<file path="src/rtl/blemd_pkg.sv">
package blemd_pkg;

    localparam int FifoDepth = 4;
    localparam int FifoPtrW  = $clog2(FifoDepth);
    localparam int FifoCntW  = $clog2(FifoDepth + 1);

    localparam int AddrW = 3;
    localparam int DataW = 32;

    typedef enum logic [0:0] {
        REG_ACCEPTED_HANDLE = 1'b0,
        REG_RECEIVE_ENABLE  = 1'b1
    } reg_index_t;

    typedef enum logic [1:0] {
        KIND_MESSAGE = 2'd0,
        KIND_SEG_END = 2'd1,
        KIND_ERROR   = 2'd2
    } item_kind_t;

    typedef enum logic [1:0] {
        ERR_BAD_HEADER = 2'd0,
        ERR_BAD_TS_LOW = 2'd1,
        ERR_TRUNC_TS   = 2'd2
    } error_code_t;

    typedef struct packed {
        logic [1:0]  item_kind;
        logic [7:0]  message_byte;
        logic [12:0] stamp;
        logic        segment_first;
        logic [1:0]  error_code;
        logic        run_last;
    } result_t;

    typedef struct packed {
        logic [1:0] count;
        result_t    first;
        result_t    second;
    } step_t;

endpackage

</file>
<file path="src/rtl/blemd_parser.sv">
module blemd_parser (
    input  logic                  clk,
    input  logic                  rst_n,
    input  logic                  accept,
    input  logic [7:0]            packet_byte,
    input  logic                  end_of_packet,
    input  logic [15:0]           packet_handle,
    input  logic [15:0]           accepted_handle,
    input  logic                  receive_enable,
    output blemd_pkg::step_t      step
);
    import blemd_pkg::*;

    typedef enum logic [2:0] {
        PH_HEADER   = 3'd0,
        PH_TS_FIRST = 3'd1,
        PH_BAD_HDR  = 3'd2,
        PH_MESSAGE  = 3'd3,
        PH_DATA     = 3'd4,
        PH_DISCARD  = 3'd5
    } phase_t;

    phase_t      phase_reg;
    phase_t      phase_next;
    logic [5:0]  stamp_high_reg;
    logic [5:0]  stamp_high_next;
    logic [6:0]  stamp_low_reg;
    logic [6:0]  stamp_low_next;
    logic [12:0] cur_stamp;
    logic        top;
    result_t     msg_item;
    result_t     end_item;
    result_t     err_item;

    assign cur_stamp = {stamp_high_reg, stamp_low_reg};
    assign top       = packet_byte[7];

    always_comb
    begin
        msg_item               = '0;
        msg_item.item_kind     = KIND_MESSAGE;
        msg_item.message_byte  = packet_byte;
        msg_item.stamp         = cur_stamp;
        end_item               = '0;
        end_item.item_kind     = KIND_SEG_END;
        end_item.stamp         = cur_stamp;
        err_item               = '0;
        err_item.item_kind     = KIND_ERROR;
    end

    always_comb
    begin
        step            = '0;
        phase_next      = phase_reg;
        stamp_high_next = stamp_high_reg;
        stamp_low_next  = stamp_low_reg;
        unique case (phase_reg)
            PH_HEADER:
            begin
                priority if (packet_handle != accepted_handle || !receive_enable)
                    phase_next = end_of_packet ? PH_HEADER : PH_DISCARD;
                else if (end_of_packet)
                    phase_next = PH_HEADER;
                else if (top)
                begin
                    stamp_high_next = packet_byte[5:0];
                    phase_next      = PH_TS_FIRST;
                end
                else
                    phase_next = PH_BAD_HDR;
            end
            PH_TS_FIRST:
            begin
                priority if (end_of_packet)
                    phase_next = PH_HEADER;
                else if (top)
                begin
                    stamp_low_next = packet_byte[6:0];
                    phase_next     = PH_MESSAGE;
                end
                else
                begin
                    step.count               = 2'd1;
                    step.first               = err_item;
                    step.first.error_code    = ERR_BAD_TS_LOW;
                    step.first.run_last      = 1'b1;
                    phase_next               = PH_DISCARD;
                end
            end
            PH_BAD_HDR:
            begin
                if (end_of_packet)
                    phase_next = PH_HEADER;
                else
                begin
                    step.count            = 2'd1;
                    step.first            = err_item;
                    step.first.error_code = ERR_BAD_HEADER;
                    step.first.run_last   = 1'b1;
                    phase_next            = PH_DISCARD;
                end
            end
            PH_MESSAGE:
            begin
                step.first               = msg_item;
                step.first.segment_first = 1'b1;
                if (end_of_packet)
                begin
                    step.count           = 2'd2;
                    step.second          = end_item;
                    step.second.run_last = 1'b1;
                    phase_next           = PH_HEADER;
                end
                else
                begin
                    step.count          = 2'd1;
                    step.first.run_last = 1'b1;
                    phase_next          = PH_DATA;
                end
            end
            PH_DATA:
            begin
                if (top)
                begin
                    step.first = end_item;
                    if (end_of_packet)
                    begin
                        step.count             = 2'd2;
                        step.second            = err_item;
                        step.second.error_code = ERR_TRUNC_TS;
                        step.second.run_last   = 1'b1;
                        phase_next             = PH_HEADER;
                    end
                    else
                    begin
                        step.count          = 2'd1;
                        step.first.run_last = 1'b1;
                        stamp_low_next      = packet_byte[6:0];
                        phase_next          = PH_MESSAGE;
                    end
                end
                else
                begin
                    step.first = msg_item;
                    if (end_of_packet)
                    begin
                        step.count           = 2'd2;
                        step.second          = end_item;
                        step.second.run_last = 1'b1;
                        phase_next           = PH_HEADER;
                    end
                    else
                    begin
                        step.count          = 2'd1;
                        step.first.run_last = 1'b1;
                    end
                end
            end
            default:
                phase_next = end_of_packet ? PH_HEADER : PH_DISCARD;
        endcase
    end

    always_ff @(posedge clk or negedge rst_n)
    begin
        if (!rst_n)
        begin
            phase_reg      <= PH_HEADER;
            stamp_high_reg <= '0;
            stamp_low_reg  <= '0;
        end
        else if (accept)
        begin
            phase_reg      <= phase_next;
            stamp_high_reg <= stamp_high_next;
            stamp_low_reg  <= stamp_low_next;
        end
    end

endmodule

</file>
<file path="src/rtl/ble_midi_packet_deframer.sv">
// A word's results are written into the result queue at the edge that accepts it.
// Throughput: one input word per cycle while in_ready is high; a word that
// causes two results fills two entries of the four-entry result queue.
// Input is ready while the queue has room for two results.
// Reset: asynchronous, active low; clears parse state, registers and queue.
module ble_midi_packet_deframer (
    input  logic                        clk,
    input  logic                        rst_n,
    input  logic                        psel,
    input  logic                        penable,
    input  logic                        pwrite,
    input  logic [blemd_pkg::AddrW-1:0] paddr,
    input  logic [blemd_pkg::DataW-1:0] pwdata,
    output logic [blemd_pkg::DataW-1:0] prdata,
    output logic                        pready,
    input  logic                        in_valid,
    output logic                        in_ready,
    input  logic [7:0]                  packet_byte,
    input  logic                        end_of_packet,
    input  logic [15:0]                 packet_handle,
    output logic                        out_valid,
    input  logic                        out_ready,
    output logic [1:0]                  item_kind,
    output logic [7:0]                  message_byte,
    output logic [12:0]                 stamp,
    output logic                        segment_first,
    output logic [1:0]                  error_code,
    output logic                        run_last
);
    import blemd_pkg::*;

    logic [15:0]         accepted_handle_reg;
    logic                receive_enable_reg;
    logic                cfg_write;
    reg_index_t          cfg_index;
    logic                in_accept;
    logic                out_pop;
    step_t               step;
    result_t             fifo_mem [FifoDepth];
    result_t             head;
    logic [FifoPtrW-1:0] wr_ptr_reg;
    logic [FifoPtrW-1:0] rd_ptr_reg;
    logic [FifoCntW-1:0] count_reg;
    logic [FifoCntW-1:0] push_count;
    logic [FifoPtrW-1:0] wr_ptr_second;

    assign pready    = 1'b1;
    assign cfg_write = psel && penable && pwrite && pready;
    assign cfg_index = reg_index_t'(paddr[2]);

    always_comb
    begin
        unique case (cfg_index)
            REG_ACCEPTED_HANDLE: prdata = {{(DataW-16){1'b0}}, accepted_handle_reg};
            REG_RECEIVE_ENABLE:  prdata = {{(DataW-1){1'b0}}, receive_enable_reg};
            default:             prdata = '0;
        endcase
    end

    always_ff @(posedge clk or negedge rst_n)
    begin
        if (!rst_n)
        begin
            accepted_handle_reg <= '0;
            receive_enable_reg  <= 1'b0;
        end
        else if (cfg_write)
        begin
            unique case (cfg_index)
                REG_ACCEPTED_HANDLE: accepted_handle_reg <= pwdata[15:0];
                REG_RECEIVE_ENABLE:  receive_enable_reg  <= pwdata[0];
                default:             ;
            endcase
        end
    end

    assign in_ready  = count_reg <= FifoCntW'(FifoDepth - 2);
    assign in_accept = in_valid && in_ready;

    blemd_parser u_parser (
        .clk             (clk),
        .rst_n           (rst_n),
        .accept          (in_accept),
        .packet_byte     (packet_byte),
        .end_of_packet   (end_of_packet),
        .packet_handle   (packet_handle),
        .accepted_handle (accepted_handle_reg),
        .receive_enable  (receive_enable_reg),
        .step            (step)
    );

    assign head          = fifo_mem[rd_ptr_reg];
    assign out_valid     = count_reg != '0;
    assign out_pop       = out_valid && out_ready;
    assign push_count    = in_accept ? FifoCntW'(step.count) : '0;
    assign wr_ptr_second = wr_ptr_reg + FifoPtrW'(1);

    assign item_kind     = head.item_kind;
    assign message_byte  = head.message_byte;
    assign stamp         = head.stamp;
    assign segment_first = head.segment_first;
    assign error_code    = head.error_code;
    assign run_last      = head.run_last;

    always_ff @(posedge clk)
    begin
        if (push_count != '0)
            fifo_mem[wr_ptr_reg] <= step.first;
        if (push_count == FifoCntW'(2))
            fifo_mem[wr_ptr_second] <= step.second;
    end

    always_ff @(posedge clk or negedge rst_n)
    begin
        if (!rst_n)
        begin
            wr_ptr_reg <= '0;
            rd_ptr_reg <= '0;
            count_reg  <= '0;
        end
        else
        begin
            wr_ptr_reg <= wr_ptr_reg + FifoPtrW'(push_count);
            if (out_pop)
                rd_ptr_reg <= rd_ptr_reg + FifoPtrW'(1);
            count_reg <= count_reg + push_count - FifoCntW'(out_pop);
        end
    end

    assert property (@(posedge clk) disable iff (!rst_n)
        count_reg <= FifoCntW'(FifoDepth))
        else $error("result queue overflow");

    assert property (@(posedge clk) disable iff (!rst_n)
        (step.count == 2'd2) |-> (step.second.run_last && !step.first.run_last))
        else $error("run_last misplaced on a two-result word");

    assert property (@(posedge clk) disable iff (!rst_n)
        (in_accept && step.count != 2'd0) |=> out_valid)
        else $error("result not presented after producing word");

    assert property (@(posedge clk) disable iff (!rst_n)
        (step.count == 2'd1) |-> step.first.run_last)
        else $error("single result lacks run_last");

endmodule
</file>
<file path="config.mk">
export PLATFORM = sky130hd
export DESIGN_NAME = ble_midi_packet_deframer
export DESIGN_NICKNAME = d
export VERILOG_FILES = /design/src/rtl/blemd_pkg.sv /design/src/rtl/blemd_parser.sv /design/src/rtl/ble_midi_packet_deframer.sv
export SDC_FILE = /design/constraint.sdc
export NUM_CORES = 1
export LEC_CHECK = 0
export ABC_AREA = 1
export BUFFER_PORTS_ARGS = -buffer_cell sky130_fd_sc_hd__buf_2
export CAP_MARGIN = 10
export CORE_MARGIN = 2
export CORE_UTILIZATION = 50
export DETAILED_ROUTE_END_ITERATION = 8
export GPL_TIMING_DRIVEN = 0
export MAX_ROUTING_LAYER = met4
export PLACE_DENSITY = 0.79
export SLEW_MARGIN = 15
export SYNTH_ARGS = -nofsm -noshare
export SYNTH_HDL_FRONTEND = slang
export SYNTH_SLANG_ARGS = --single-unit
</file>
<file path="constraint.sdc">
create_clock -name clk -period 3 [get_ports clk]
set_input_delay 0.6 -clock clk [delete_from_list [all_inputs] [get_ports clk]]
set_output_delay 0.6 -clock clk [all_outputs]
set_load 0.01 [all_outputs]
</file>
# After elaboration in Yosys (flattened, before gate mapping)
# Memories as Yosys holds them, arrays and structs flattened.
# Index checks and enable logic that the tools add are counted.
# totals
ramBits	108
mem_count	1
ff_bits	40
# mem_list
name	words	word_bits	rd	rd_ports_with_merged_regs	wr	line	rtl
fifo_mem	4	27	1	0	2	ble_midi_packet_deframer.sv:39	result_t fifo_mem [FifoDepth];
# classes
eq_ne	11
reduce_logical	15
addsub	5
magnitude_cmp	1
n_bitwise	3
muxes	32
# ops
cell	count
$pmux W29 S4	1
$pmux W32 S2	1
$mux W28	2
$pmux W27 S2	1
$mux W53	1
$mux W29	1
$mux W7	4
$mux W27	1
$mux W26	1
$mux W3	8
$ne A16 B16 Y1	1
$pmux W7 S2	1
$pmux W3 S4	1
$mux W2	4
$ne A2 B2 Y1 const B	4
$eq A3 B2 Y1 const B	2
$reduce_and A2 Y1	3
$reduce_and A6 Y1	1
$reduce_bool A3 Y1	2
$mux W1	5
$reduce_and A5 Y1	1
$add A2 B1 Y2 const B	2
$logic_and A1 B1 Y1	4
$add A3 B2 Y3	1
12 further kinds	14

# Longest topological paths before layout
# depth
depth_word	7
depth_mapped	12
depth_no_buf	11

# Modules after synthesis
# Synthesis repeated with hierarchy kept, for this count alone.
# unflattened
hier_cells	1127
hier_area_um2	9253.9
# modules_own_cells
module	cells_each	area_each_um2	instances
ble_midi_packet_deframer	827	7440.9	1
blemd_parser	300	1813.0	1

# Least setup slack after synthesis
# OpenSTA, ideal clock, no wires.
# synth_timing
path_type	input -> register
startpoint	input end_of_packet
endpoint	memory fifo_mem[2][0] (netlist bit) (enable)
path_stages	9
setup_slack_ns	0.645
required_ns	2.630
arrival_time_ns	1.985
path_buffers	2
cell_sequence	buf_4 -> inv_1 -> nand3_1 -> nand2_1 -> o21ai_4 -> nand2_4 -> nand2_2 -> buf_2 -> nand2_1
# synth_rtl
element	line	rtl
start: declaration	ble_midi_packet_deframer.sv:19	input logic end_of_packet,
end: declaration	ble_midi_packet_deframer.sv:39	

# Final worst setup path
# layout_timing
startpoint	register rd_ptr_reg[0]
endpoint	output stamp[12]
# layout_between
elab_chain_len	1
# layout_rtl
element	line	rtl
start: declaration	ble_midi_packet_deframer.sv:42	logic [FifoPtrW-1:0] rd_ptr_reg;
start signal: assignment	ble_midi_packet_deframer.sv:125	rd_ptr_reg <= rd_ptr_reg + FifoPtrW'(1);
$mem_v2 Z4 W27	n/a	
end: declaration	ble_midi_packet_deframer.sv:25	output logic [12:0] stamp,
# Every way passes these cells.

==> run metrics <==
DIE HEIGHT between 100 and 150 µm; final setup TNS 0 ns; number of global-route vias before repair 6793; Root Driver clkbuf_16; Worst Setup Slack, final roughly 0.067 ns; unrepaired setup endpoints after global routing false; top-area cell type share of the netlist area 26.67%; Rel. slew slack 37.97%; family with the most delay on the worst path buffers and inverters; Setup crit start kind flip-flop; Ports 129; CP Cell Sequence clkinv_2 > clkbuf_1 > o21ai_0 > o22ai_1 > buf_2; DR vias/cell 5.723; routed len/inst approximately 17 µm; drt total wl 21750 µm; PortBufs 92; aggregate global routing overflow 0; final setup fails 0; GP Congestion 0.9462; Hold/Removal Path Class in -> async; Worst-Margin Slew ~0.93 ns; initial antenna violation count 0; Pwr per Cell Area 952.9 nW/µm²; chip width 127.7 µm; Synth area leader edfxtp_1; Syn. warnings 0; Setup CP Type reg -> out; fin crit period 2.933 ns; VDD IR max slightly above 0.5 mV; Post-synth ARST share between 20% and 30%; Final Max Tran Viols 0; Critical Path Slowest Stage Cell dfrtp_1; core area around 15000 µm²; Mapped Area 7656 µm²; DR vias 7280; Synth area leaders edfxtp_1 (27%), dfrtp_1 (13%), dfxtp_1 (10%); DP HPWL ~15000 µm; max_cap viols 0; setup bufs post-CTS 0; Yosys reg bits between 100 and 150; ANT nets after route 0; DP Worst Slack -0.05566 ns; Mapped Cells 946; clk buf depth 2; first-pass GRT wire length around 34000 µm; Syn Area/Cell 8.093 µm²; Setup crit end kind output pin; initial core utilization between 50% and 60%; fin crit share between 90% and 100%; largest net degree at the start of global routing 41; Fmax between 300 and 400 MHz; outcome finished clean; Nets 1142; layout cell share with drive strength beyond 1 17.17%; clock latency on the worst-skew pair 0.43 ns; Area Overhead vs Synth 18.37%; clk_skew 0.005864 ns; CP Data Required Time about 2.4 ns; GRT Overall Usage ~28%; CTS tree done; Fin. Hold Viols 0; number of cells on the critical path 5; Largest stage delay, worst path 0.61 ns; CP arrival 2.33 ns; DIE AREA between 15000 and 20000 µm²; clock sink count roughly 150; worst path bufs/invs 3; std cell rows 45; Seq/Total Area, Yosys approximately half; synth unique cells 37; r2r worst-path depth 9; max reg flops about 110; Leak 4.109 nW; 1st-pass router iterations 5; DRC viols 0; DR iter-0 viols 860; Clock transition at path regs 0.06 ns; Post-synth EDFFs slightly below 70; Top FF cell, synth edfxtp_1; TritonCTS Buffers 17; Crit Path Max Fanout 11; final hold slack 0.2748 ns; H-tree Lvls 4
worst register-to-register path, stage by stage (launching register included):
cell and delay, ns:
dfrtp_1 0.46, nand2_1 0.12, nor2_2 0.05, nand2_2 0.16, nand2_2 0.11, o21ai_4 0.24, nand2_4 0.13, nand2_1 0.27
buf_2 0.31, nand2_1 0.60
metrics by stage:
| stage | utilization [%] | power [mW] | cell area [µm²] | instances |
|---|---|---|---|---|
| global placement | 55.72 | 6.105 | 8408 | 1241 |
| finish | 60.06 | 8.636 | 9062 | 1272 |
| global route | 60.04 | 9.113 | 9060 | 1271 |
| CTS | 60.07 | 8.562 | 9064 | 1272 |
| detailed placement | 55.72 | 6.177 | 8408 | 1241 |
| floorplan | - | 5.048 | 7712 | 961 |
cell families (layout without fill, tap and decap cells):
family	Yosys count	in the layout	share of synthesized area (%)
AND/OR/NAND/NOR	412	412	22.60
AO/OA/AOI/OAI	221	221	15.88
flip-flops	148	148	50.20
buffers and inverters	145	267	8.711
XOR/XNOR	10	10	1.144
adder cells (fa/ha/maj)	5	5	0.9152
multiplexers	3	3	0.4412
other	2	18	0.09809
layout by cell type, fill, tap and decap left out, drive strengths merged:
cell type,synthesis,final
nor4,1,1
dfxtp,40,40
xor2,3,3
buf,49,141
nand4,8,8
edfxtp,68,68
a21oi,63,63
ha,4,4
o22ai,73,73
a31oi,2,2
and2,1,1
nand2,175,175
conb,2,17
o21ai,81,81
nand3b,2,2
xnor2,7,7
nor2,161,161
bufinv,0,6
inv,74,74
diode,0,1
clkbuf,21,40
fa,1,1
nand3,63,63
and3,1,1
mux2,3,3
a21boi,2,2
clkinv,1,5
dfrtp,40,40
clkinvlp,0,1
final cells by class:
class | instances | area, µm²
buffer | 68 | 379.1
clock buffer | 21 | 450.4
timing repair buffer | 92 | 460.4
clock inverter | 11 | 206.4
fill | 1337 | 6027
antenna | 1 | 2.502
multi-input combinational | 668 | 3202
tap | 188 | 235.2
inverter | 75 | 282.8
sequential | 148 | 3844
power by group:
group | total [mW] | switching (mW) | internal (mW)
combinational | 3.29 | 2.21 | 1.09
sequential | 2.95 | 0.344 | 2.60
clock | 2.40 | 0.822 | 1.57
total | 8.64 | 3.37 | 5.26
worst paths after layout:
check                                 startpoint                       to  slack [ns]
max in group asynchronous                  rst_n            rd_ptr_reg[1]        2.16
max                                rd_ptr_reg[0]                stamp[12]        0.07
min in group clk                      pwdata[12]  accepted_handle_reg[12]        0.42
min                                        rst_n             count_reg[0]        0.27
min reg2reg                      fifo_mem[1][20]          fifo_mem[1][20]        0.48
max reg2reg                u_parser.phase_reg[0]           fifo_mem[3][2]        0.08
what timing repair did:
action | 4_1_cts | 5_1_grt
hold buffers | 0 | 0
endpoints found under the setup margin | 26 | 1
gates resized for setup | 2 | 0
synth_stat cells, drive strengths merged, types with 3 or more instances:
library cell and number:
o22ai 73, inv 74, xnor2 7, nor2 161, edfxtp 68, buf 49
clkbuf 21, nand4 8, a21oi 63, dfrtp 40, o21ai 81, nand2 175
dfxtp 40, xor2 3, ha 4, mux2 3, nand3 63
routing by layer:
layer	track usage [%]	share of wire (%)	vias to the layer above
li1	-	-	3421
met1	35.82	41	3304
met2	43.98	45	481
met3	6.177	11	74
met4	10.54	2.8	0
met5	-	0	-
Power figures use the tool's default switching activity.
